### config.mk
export PLATFORM = sky130hd
export DESIGN_NAME = bounded_fifo_with_duplicate_reject
export DESIGN_NICKNAME = d
export VERILOG_FILES = /design/src/hw/rtl/bfdr_pkg.sv /design/src/hw/rtl/bfdr_store.sv /design/src/hw/rtl/bfdr_match.sv /design/src/hw/rtl/bfdr_ctrl.sv /design/src/hw/rtl/bounded_fifo_with_duplicate_reject.sv
export SDC_FILE = /design/constraint.sdc
export NUM_CORES = 2
export LEC_CHECK = 0
export BUFFER_PORTS_ARGS = -buffer_cell sky130_fd_sc_hd__clkbuf_2
export CAP_MARGIN = 20
export CORE_MARGIN = 8
export CORE_UTILIZATION = 35
export CTS_CLUSTER_SIZE = 28
export DETAILED_ROUTE_END_ITERATION = 12
export PLACE_DENSITY = 0.46
export SKIP_LAST_GASP = 1
export SYNTH_ARGS = -nofsm -noshare
export SYNTH_HDL_FRONTEND = slang
export SYNTH_SLANG_ARGS = --single-unit
### constraint.sdc
create_clock -name clock -period 10.53 [get_ports clock]
set_input_delay 0.5265 -clock clock [delete_from_list [all_inputs] [get_ports clock]]
set_output_delay 0.5265 -clock clock [all_outputs]
set_load 0.02 [all_outputs]
### src/hw/rtl/bfdr_pkg.sv
// Shared types, widths and status codes for the bounded FIFO with duplicate reject.
package bfdr_pkg;

   localparam int DEPTH    = 16;
   localparam int PTR_W    = $clog2(DEPTH);
   localparam int CNT_W    = $clog2(DEPTH + 1);
   localparam int NAME_W   = 64;
   localparam int TIME_W   = 16;
   localparam int STATUS_W = 3;
   localparam int CAP_W    = 5;
   localparam int OCC_W    = 5;
   localparam int CAP_RESET = 16;

   // Request and response tdata layout, lowest bits first.
   localparam int REQ_DATA_W = 80;
   localparam int RSP_DATA_W = 88;
   localparam int OCC_LSB    = NAME_W + TIME_W;

   typedef enum logic [STATUS_W-1:0] {
      ST_PUSHED    = 3'd0,
      ST_DUPLICATE = 3'd1,
      ST_FULL      = 3'd2,
      ST_POPPED    = 3'd3,
      ST_EMPTY     = 3'd4
   } status_type;

   typedef struct packed {
      logic [NAME_W-1:0] name;
      logic [TIME_W-1:0] stamp;
   } entry_type;

   typedef struct packed {
      logic             wr_en;
      logic [PTR_W-1:0] wr_addr;
      entry_type        wr_data;
      logic             rd_en;
      logic [PTR_W-1:0] rd_addr;
   } mem_req_type;

   // Slot that lies a given number of places after base, wrapping at DEPTH.
   function automatic logic [PTR_W-1:0] slot_of(input logic [PTR_W-1:0] base,
                                                input logic [CNT_W-1:0] offset);
      logic [CNT_W:0] sum;
      sum = (CNT_W+1)'(base) + (CNT_W+1)'(offset);
      if (sum >= (CNT_W+1)'(DEPTH)) begin
         sum = sum - (CNT_W+1)'(DEPTH);
      end
      return sum[PTR_W-1:0];
   endfunction

endpackage

### src/hw/rtl/bfdr_store.sv
// Entry memory: one write port and one registered read port.
module bfdr_store (
   input  logic                 clock,
   input  bfdr_pkg::mem_req_type mem_req,
   output bfdr_pkg::entry_type  rd_data
);

   bfdr_pkg::entry_type mem [bfdr_pkg::DEPTH];
   bfdr_pkg::entry_type rd_data_ff;

   always_ff @(posedge clock) begin
      if (mem_req.wr_en) begin
         mem[mem_req.wr_addr] <= mem_req.wr_data;
      end
      if (mem_req.rd_en) begin
         rd_data_ff <= mem[mem_req.rd_addr];
      end
   end

   assign rd_data = rd_data_ff;

endmodule

### src/hw/rtl/bfdr_match.sv
// Shared compare unit: flags a stored entry whose name or time equals the key.
module bfdr_match (
   input  bfdr_pkg::entry_type key,
   input  bfdr_pkg::entry_type candidate,
   output logic                hit
);

   logic name_eq;
   logic time_eq;

   assign name_eq = (key.name == candidate.name);
   assign time_eq = (key.stamp == candidate.stamp);
   assign hit     = name_eq | time_eq;

endmodule

### src/hw/rtl/bfdr_ctrl.sv
// Sequencer: scans stored entries one at a time, updates pointers, holds the response.
module bfdr_ctrl (
   input  logic                            clock,
   input  logic                            reset,
   input  logic                            req_valid,
   input  logic                            req_mode,
   input  bfdr_pkg::entry_type             req_entry,
   output logic                            req_ready,
   input  logic [bfdr_pkg::CAP_W-1:0]      capacity,
   output bfdr_pkg::mem_req_type           mem_req,
   input  bfdr_pkg::entry_type             rd_data,
   output bfdr_pkg::entry_type             key,
   input  logic                            hit,
   output logic                            rsp_valid,
   input  logic                            rsp_ready,
   output bfdr_pkg::status_type            rsp_status,
   output bfdr_pkg::entry_type             rsp_entry,
   output logic [bfdr_pkg::OCC_W-1:0]      rsp_occ
);

   localparam int CMP_W = ((bfdr_pkg::CNT_W > bfdr_pkg::CAP_W) ?
                           bfdr_pkg::CNT_W : bfdr_pkg::CAP_W) + 1;

   typedef enum logic [2:0] {
      S_IDLE,
      S_SCAN_RD,
      S_SCAN_CMP,
      S_WRITE,
      S_POP_RD,
      S_POP_DATA,
      S_DONE
   } state_type;

   state_type                     state_ff,      state_in;
   logic [bfdr_pkg::PTR_W-1:0]    head_ff,       head_in;
   logic [bfdr_pkg::CNT_W-1:0]    count_ff,      count_in;
   logic [bfdr_pkg::CNT_W-1:0]    scan_ff,       scan_in;
   bfdr_pkg::entry_type           key_ff,        key_in;
   bfdr_pkg::status_type          res_status_ff, res_status_in;
   bfdr_pkg::entry_type           res_entry_ff,  res_entry_in;
   logic                          rsp_valid_ff,  rsp_valid_in;
   bfdr_pkg::status_type          rsp_status_ff, rsp_status_in;
   bfdr_pkg::entry_type           rsp_entry_ff,  rsp_entry_in;
   logic [bfdr_pkg::OCC_W-1:0]    rsp_occ_ff,    rsp_occ_in;
   logic                          full;

   // Count is never above DEPTH, so this is count >= min(capacity, DEPTH).
   assign full = (CMP_W'(count_ff) >= CMP_W'(capacity)) ||
                 (count_ff == bfdr_pkg::CNT_W'(bfdr_pkg::DEPTH));

   always_comb begin
      state_in      = state_ff;
      head_in       = head_ff;
      count_in      = count_ff;
      scan_in       = scan_ff;
      key_in        = key_ff;
      res_status_in = res_status_ff;
      res_entry_in  = res_entry_ff;
      rsp_valid_in  = rsp_valid_ff && !rsp_ready;
      rsp_status_in = rsp_status_ff;
      rsp_entry_in  = rsp_entry_ff;
      rsp_occ_in    = rsp_occ_ff;
      mem_req       = '0;

      unique case (state_ff)
         S_IDLE: begin
            if (req_valid) begin
               key_in       = req_entry;
               res_entry_in = '0;
               scan_in      = '0;
               if (req_mode) begin
                  if (count_ff == '0) begin
                     res_status_in = bfdr_pkg::ST_EMPTY;
                     state_in      = S_DONE;
                  end else begin
                     state_in = S_POP_RD;
                  end
               end else if (count_ff == '0) begin
                  if (full) begin
                     res_status_in = bfdr_pkg::ST_FULL;
                     state_in      = S_DONE;
                  end else begin
                     state_in = S_WRITE;
                  end
               end else begin
                  state_in = S_SCAN_RD;
               end
            end
         end
         S_SCAN_RD: begin
            mem_req.rd_en   = 1'b1;
            mem_req.rd_addr = bfdr_pkg::slot_of(head_ff, scan_ff);
            scan_in         = scan_ff + bfdr_pkg::CNT_W'(1);
            state_in        = S_SCAN_CMP;
         end
         S_SCAN_CMP: begin
            priority if (hit) begin
               res_status_in = bfdr_pkg::ST_DUPLICATE;
               state_in      = S_DONE;
            end else if (scan_ff != count_ff) begin
               state_in = S_SCAN_RD;
            end else if (full) begin
               res_status_in = bfdr_pkg::ST_FULL;
               state_in      = S_DONE;
            end else begin
               state_in = S_WRITE;
            end
         end
         S_WRITE: begin
            mem_req.wr_en   = 1'b1;
            mem_req.wr_addr = bfdr_pkg::slot_of(head_ff, count_ff);
            mem_req.wr_data = key_ff;
            count_in        = count_ff + bfdr_pkg::CNT_W'(1);
            res_status_in   = bfdr_pkg::ST_PUSHED;
            state_in        = S_DONE;
         end
         S_POP_RD: begin
            mem_req.rd_en   = 1'b1;
            mem_req.rd_addr = head_ff;
            state_in        = S_POP_DATA;
         end
         S_POP_DATA: begin
            res_entry_in  = rd_data;
            head_in       = bfdr_pkg::slot_of(head_ff, bfdr_pkg::CNT_W'(1));
            count_in      = count_ff - bfdr_pkg::CNT_W'(1);
            res_status_in = bfdr_pkg::ST_POPPED;
            state_in      = S_DONE;
         end
         S_DONE: begin
            if (!rsp_valid_ff || rsp_ready) begin
               rsp_valid_in  = 1'b1;
               rsp_status_in = res_status_ff;
               rsp_entry_in  = res_entry_ff;
               rsp_occ_in    = bfdr_pkg::OCC_W'(count_ff);
               state_in      = S_IDLE;
            end
         end
         default: begin
            state_in = S_IDLE;
         end
      endcase
   end

   always_ff @(posedge clock) begin
      if (reset) begin
         state_ff     <= S_IDLE;
         head_ff      <= '0;
         count_ff     <= '0;
         rsp_valid_ff <= 1'b0;
      end else begin
         state_ff     <= state_in;
         head_ff      <= head_in;
         count_ff     <= count_in;
         rsp_valid_ff <= rsp_valid_in;
      end
      scan_ff       <= scan_in;
      key_ff        <= key_in;
      res_status_ff <= res_status_in;
      res_entry_ff  <= res_entry_in;
      rsp_status_ff <= rsp_status_in;
      rsp_entry_ff  <= rsp_entry_in;
      rsp_occ_ff    <= rsp_occ_in;
   end

   assign req_ready  = (state_ff == S_IDLE);
   assign key        = key_ff;
   assign rsp_valid  = rsp_valid_ff;
   assign rsp_status = rsp_status_ff;
   assign rsp_entry  = rsp_entry_ff;
   assign rsp_occ    = rsp_occ_ff;

endmodule

### src/hw/rtl/bounded_fifo_with_duplicate_reject.sv
// Top level of the bounded FIFO with duplicate reject.
// A pop reads the oldest slot and then takes its data; an empty pop skips the memory read.
// A push scans the n stored entries through one comparator and one memory read port,
// one read and one compare per entry, and writes only after a clean scan.
// One request is in work at a time; the next is accepted the cycle after the response loads.
// Reset empties the store, sets capacity to 16 and clears the response valid; memory is not cleared.
module bounded_fifo_with_duplicate_reject (
   input  logic                                clock,
   input  logic                                reset,
   // Request channel.
   input  logic                                req_tvalid,
   output logic                                req_tready,
   input  logic [bfdr_pkg::REQ_DATA_W-1:0]     req_tdata,  // entry_name[63:0], entry_time[79:64]
   input  logic                                req_tuser,  // mode: 0 push, 1 pop
   // Response channel.
   output logic                                rsp_tvalid,
   input  logic                                rsp_tready,
   output logic [bfdr_pkg::RSP_DATA_W-1:0]     rsp_tdata,  // popped_name[63:0],
                                                           // popped_time[79:64],
                                                           // occupancy[84:80], zero fill
   output logic [bfdr_pkg::STATUS_W-1:0]       rsp_tuser,  // status[2:0]
   // Capacity register write channel.
   input  logic                                csr_valid,
   output logic                                csr_ready,
   input  logic [bfdr_pkg::CAP_W-1:0]          csr_wdata
);

   logic [bfdr_pkg::CAP_W-1:0] capacity_ff;
   bfdr_pkg::entry_type        req_entry;
   bfdr_pkg::mem_req_type      mem_req;
   bfdr_pkg::entry_type        rd_data;
   bfdr_pkg::entry_type        key;
   logic                       hit;
   bfdr_pkg::status_type       rsp_status;
   bfdr_pkg::entry_type        rsp_entry;
   logic [bfdr_pkg::OCC_W-1:0] rsp_occ;

   // The capacity register takes a write in any cycle. Writes are to be made only while the
   // block is idle, so a request in work sees one value; the block itself does not enforce this.
   assign csr_ready = 1'b1;

   always_ff @(posedge clock) begin
      if (reset) begin
         capacity_ff <= bfdr_pkg::CAP_W'(bfdr_pkg::CAP_RESET);
      end else if (csr_valid) begin
         capacity_ff <= csr_wdata;
      end
   end

   // Unpack the request: name in the low bits, time above it.
   assign req_entry.name  = req_tdata[bfdr_pkg::NAME_W-1:0];
   assign req_entry.stamp = req_tdata[bfdr_pkg::NAME_W +: bfdr_pkg::TIME_W];

   // The sequencer walks the stored entries from the oldest, reading one slot per
   // pass and handing it with the pushed key to the compare unit. A match ends the
   // scan early; a clean scan is followed by the capacity test and, if room remains, the write.
   bfdr_ctrl u_ctrl (
      .clock      (clock),
      .reset      (reset),
      .req_valid  (req_tvalid),
      .req_mode   (req_tuser),
      .req_entry  (req_entry),
      .req_ready  (req_tready),
      .capacity   (capacity_ff),
      .mem_req    (mem_req),
      .rd_data    (rd_data),
      .key        (key),
      .hit        (hit),
      .rsp_valid  (rsp_tvalid),
      .rsp_ready  (rsp_tready),
      .rsp_status (rsp_status),
      .rsp_entry  (rsp_entry),
      .rsp_occ    (rsp_occ)
   );

   bfdr_store u_store (
      .clock   (clock),
      .mem_req (mem_req),
      .rd_data (rd_data)
   );

   bfdr_match u_match (
      .key       (key),
      .candidate (rd_data),
      .hit       (hit)
   );

   // Pack the response; the popped fields are zero for anything but a pop.
   assign rsp_tdata = {{(bfdr_pkg::RSP_DATA_W - bfdr_pkg::OCC_LSB - bfdr_pkg::OCC_W){1'b0}},
                       rsp_occ, rsp_entry.stamp, rsp_entry.name};
   assign rsp_tuser = rsp_status;

endmodule

==> flow_summary.yaml <==
global_routing:
  grt_pass1_vias: 31700
  grt-ovfl-total: 0
  grt_max_degree: 132
  antenna_found_initial: 3
  grtUsageTotal: 0.171
  grt_pass1_wl_um: 236000
sta:
  setup_ws_ns: 5.32
  maxSlewViolCount: 0
  rsz0062_at_grt: "no"
  hold_viol: 0
  max_freq_mhz: 192
  hold_slack_ns: 0.0993
  setup_viol_count_final: 0
  min_period_over_period: 0.495
  relSlewSlack: 0.253
  finalSetupTns_ns: 0
  skew_ns: 0.0338
  tightestPinTransition_ns: 1.12
  period_minus_slack_ns: 5.21
power_and_ir_drop:
  ir_drop_uv: 161
  finalPower_mw: 16.5
  power_density_nw_per_um2: 230
  leakagePower_nw: 23.4
place:
  hpwl_um: 85800
  portBuffers: 180
  place.gp.congestion: 0.730
  placed_cell_area_um2: 65400
  preCtsSetupSlack_ns: 5.33
  dpl.cell_count: 5256
critical_path:
  cpPeakStageDelay_ns: 0.86
  r2r_cells: 10
  critPathCaptureType: "flop"
  crit_type: "reg2reg"
  critPathMaxFanout: 45
  crit_arrival_ns: 5.86
  crit_chain: "nor2b_4 -> buf_4 -> buf_4 -> a22oi_1 -> or2_2 -> nor2_4 -> buf_4 -> buf_4 -> a22oi_1 -> nand2_1"
  critPathLaunchType: "flop"
  crit_top_cell: "buf_4"
  worst_path_max_delay_cell: "buf_4"
  cp.required_ns: 11.18
synthesis:
  postSynthCellCount: 2821
  ys_types: 50
  synth.avg_cell_area_um2: 21.9
  synth_edf_count: 1616
  netlist_area_um2: 61700
  synthArstFlopShare: 0
  synth-seq-cells: 1634
  synth-seq-area-share: 0.793
  synthFlopType: "edfxtp_1"
  synth-warning-count: 0
clocking:
  insertion_delay_ns: 0.82
  clk_pin_slew_ns: 0.06
  htreeDepth: 4
  cts_tree: "done"
  cts_sinks: 1634
  numCtsBuffers: 177
  cts-root-buf: "clkbuf_16"
  cts_setup_buffers: 0
  clockBufferDepth: 3
flow_run:
  cap_violations: 0
detailed_routing:
  final_antenna_net_count: 0
  first_iter_violations: 2844
  wl_per_cell_um: 29.3
  first_pass_iters: 5
  via_count: 29700
  drc: 0
  wl_um: 166000
  viasPerCell: 5.23
layout:
  fin_area_um2: 71800
  layout-drive-gt1-share: 0.250
  fin_nets: 3292
  area_growth_pct: 16.4
  finalCoreUtilization: 0.409
  nFillCells: 15400
  final_cells: 5672
die:
  std_cell_rows: 154
  coreArea_um2: 176000
  ios: 185
  die_h_um: 436
  die_area_um2: 190000
  start_util: 0.351
  die_x_um: 436
min_path:
  worstHoldPathCells: 3
  holdCritPathClass: "in2reg"
outcome:
  status: "completed"
[cells in the mapped netlist (all sizes together), types with 5 or more instances]
library cell  instances  area share
xnor2                91       0.013
mux2i                 5     0.00081
a22oi               163       0.020
a21oi                17      0.0014
xor2                  9      0.0013
nand3                10     0.00081
inv                  18      0.0011
and3                 82      0.0083
and2                 83      0.0084
dfxtp                18      0.0058
nand2               106      0.0065
edfxtp             1616        0.79
nor2b                 7     0.00083
mux4                320        0.12
a211oi                5     0.00069
buf                 101       0.010
clkbuf               41      0.0025
nor2                 41      0.0027
nor4                  8     0.00081
nand4                22      0.0022
ha                   16      0.0032
[layout make-up]
cell class / instances / area, µm² / area share
well taps: 2340 / 2930 / 0.0408
clock buffers: 213 / 4650 / 0.0648
flip-flops and latches: 1634 / 48900 / 0.681
clock inverters: 113 / 853 / 0.0119
inverters: 18 / 71.3 / 0.000994
repair buffers: 322 / 2280 / 0.0318
diodes: 3 / 7.51 / 0.000105
multi-input cells: 1029 / 12100 / 0.168
[worst paths after layout]
path | start | to | slack (ns)
setup / recovery | u_ctrl.state_ff[0]$_SDFFE_PP0P_ | u_store.rd_data[12]$_DFFE_PN_ | 5.32
hold / removal | csr_valid | capacity_ff[2]$_SDFFE_PP0P_ | 0.1
setup reg to reg | u_ctrl.state_ff[0]$_SDFFE_PP0P_ | u_store.rd_data[12]$_DFFE_PN_ | 5.32
hold reg to reg | u_ctrl.res_entry_ff[50]$_SDFFCE_PN0P_ | u_ctrl.rsp_entry[50]$_DFFE_PP_ | 0.39
[power by group]
group,leakage [nW],internal [mW],switching (mW)
clock,2.69,3.37,2.53
combinational,5.04,0.833,1.58
sequential,15.7,7.83,0.356
[what timing repair did]
action	in CTS	in global routing
resized for setup	0	0
hold endpoints to repair	86	0
hold buffers	87	0
[metal layers]
| layer | up-vias | part of all wire | GRT usage |
|---|---|---|---|
| met1 | 16200 | 0.42 | 0.228 |
| met5 | - | 0 | 0 |
| met2 | 857 | 0.51 | 0.295 |
| met3 | 212 | 0.053 | 0.0266 |
| li1 | 12400 | - | - |
| met4 | 0 | 0.020 | 0.0434 |
[cell families after synthesis]
family / count (synthesis) / share of synthesized area
multiplexers: 325 / 0.118
adder cells (fa/ha/maj): 19 / 0.00422
flip-flops: 1634 / 0.793
other: 2 / 0.000122
buffers and inverters: 160 / 0.0140
XOR/XNOR: 100 / 0.0142
AO/OA/AOI/OAI: 207 / 0.0247
AND/OR/NAND/NOR: 374 / 0.0322
[sequential cells by signal, indices dropped and copies added (netlist names)]
register	cells
capacity_ff	5
u_ctrl.count_ff	5
u_ctrl.head_ff	4
u_ctrl.key	80
u_ctrl.res_entry_ff	80
u_ctrl.res_status_ff	3
u_ctrl.rsp_entry	80
u_ctrl.rsp_occ	5
u_ctrl.rsp_status	3
u_ctrl.rsp_valid	1
u_ctrl.scan_ff	5
u_ctrl.state_ff	3
u_store.mem	1280
u_store.rd_data	80
[cells in the final DEF, fill, tap and decap left out, types with 5 or more instances in the layout]
master         count
nor2_4            19
nand3_1           10
and2_1            83
clkinv_1          51
mux2i_1            5
a21oi_1           17
buf_4             47
nand2_1          105
nor2_1            22
dlygate4sd3_1     87
xnor2_1           91
nor2b_1            5
dfxtp_1           17
ha_1              16
nor4_1             6
mux4_2           320
clkbuf_1          32
edfxtp_1        1616
nand4_1           22
bufinv_16          9
xor2_1             9
and3_1            82
a22oi_1          162
clkbuf_2         180
clkinv_2          34
clkinvlp_4         6
buf_12             8
clkinv_8           6
inv_1             16
inv_6              5
clkbuf_16        181
[critical path, delay by kind of cell, from the launching register on]
family	cells	cell delay, ns
AO/OA/AOI/OAI	2	0.42
buffers and inverters	4	2.86
flip-flops	1	0.58
AND/OR/NAND/NOR	4	1.11
Note: power is estimated with default switching activity, not from simulation.
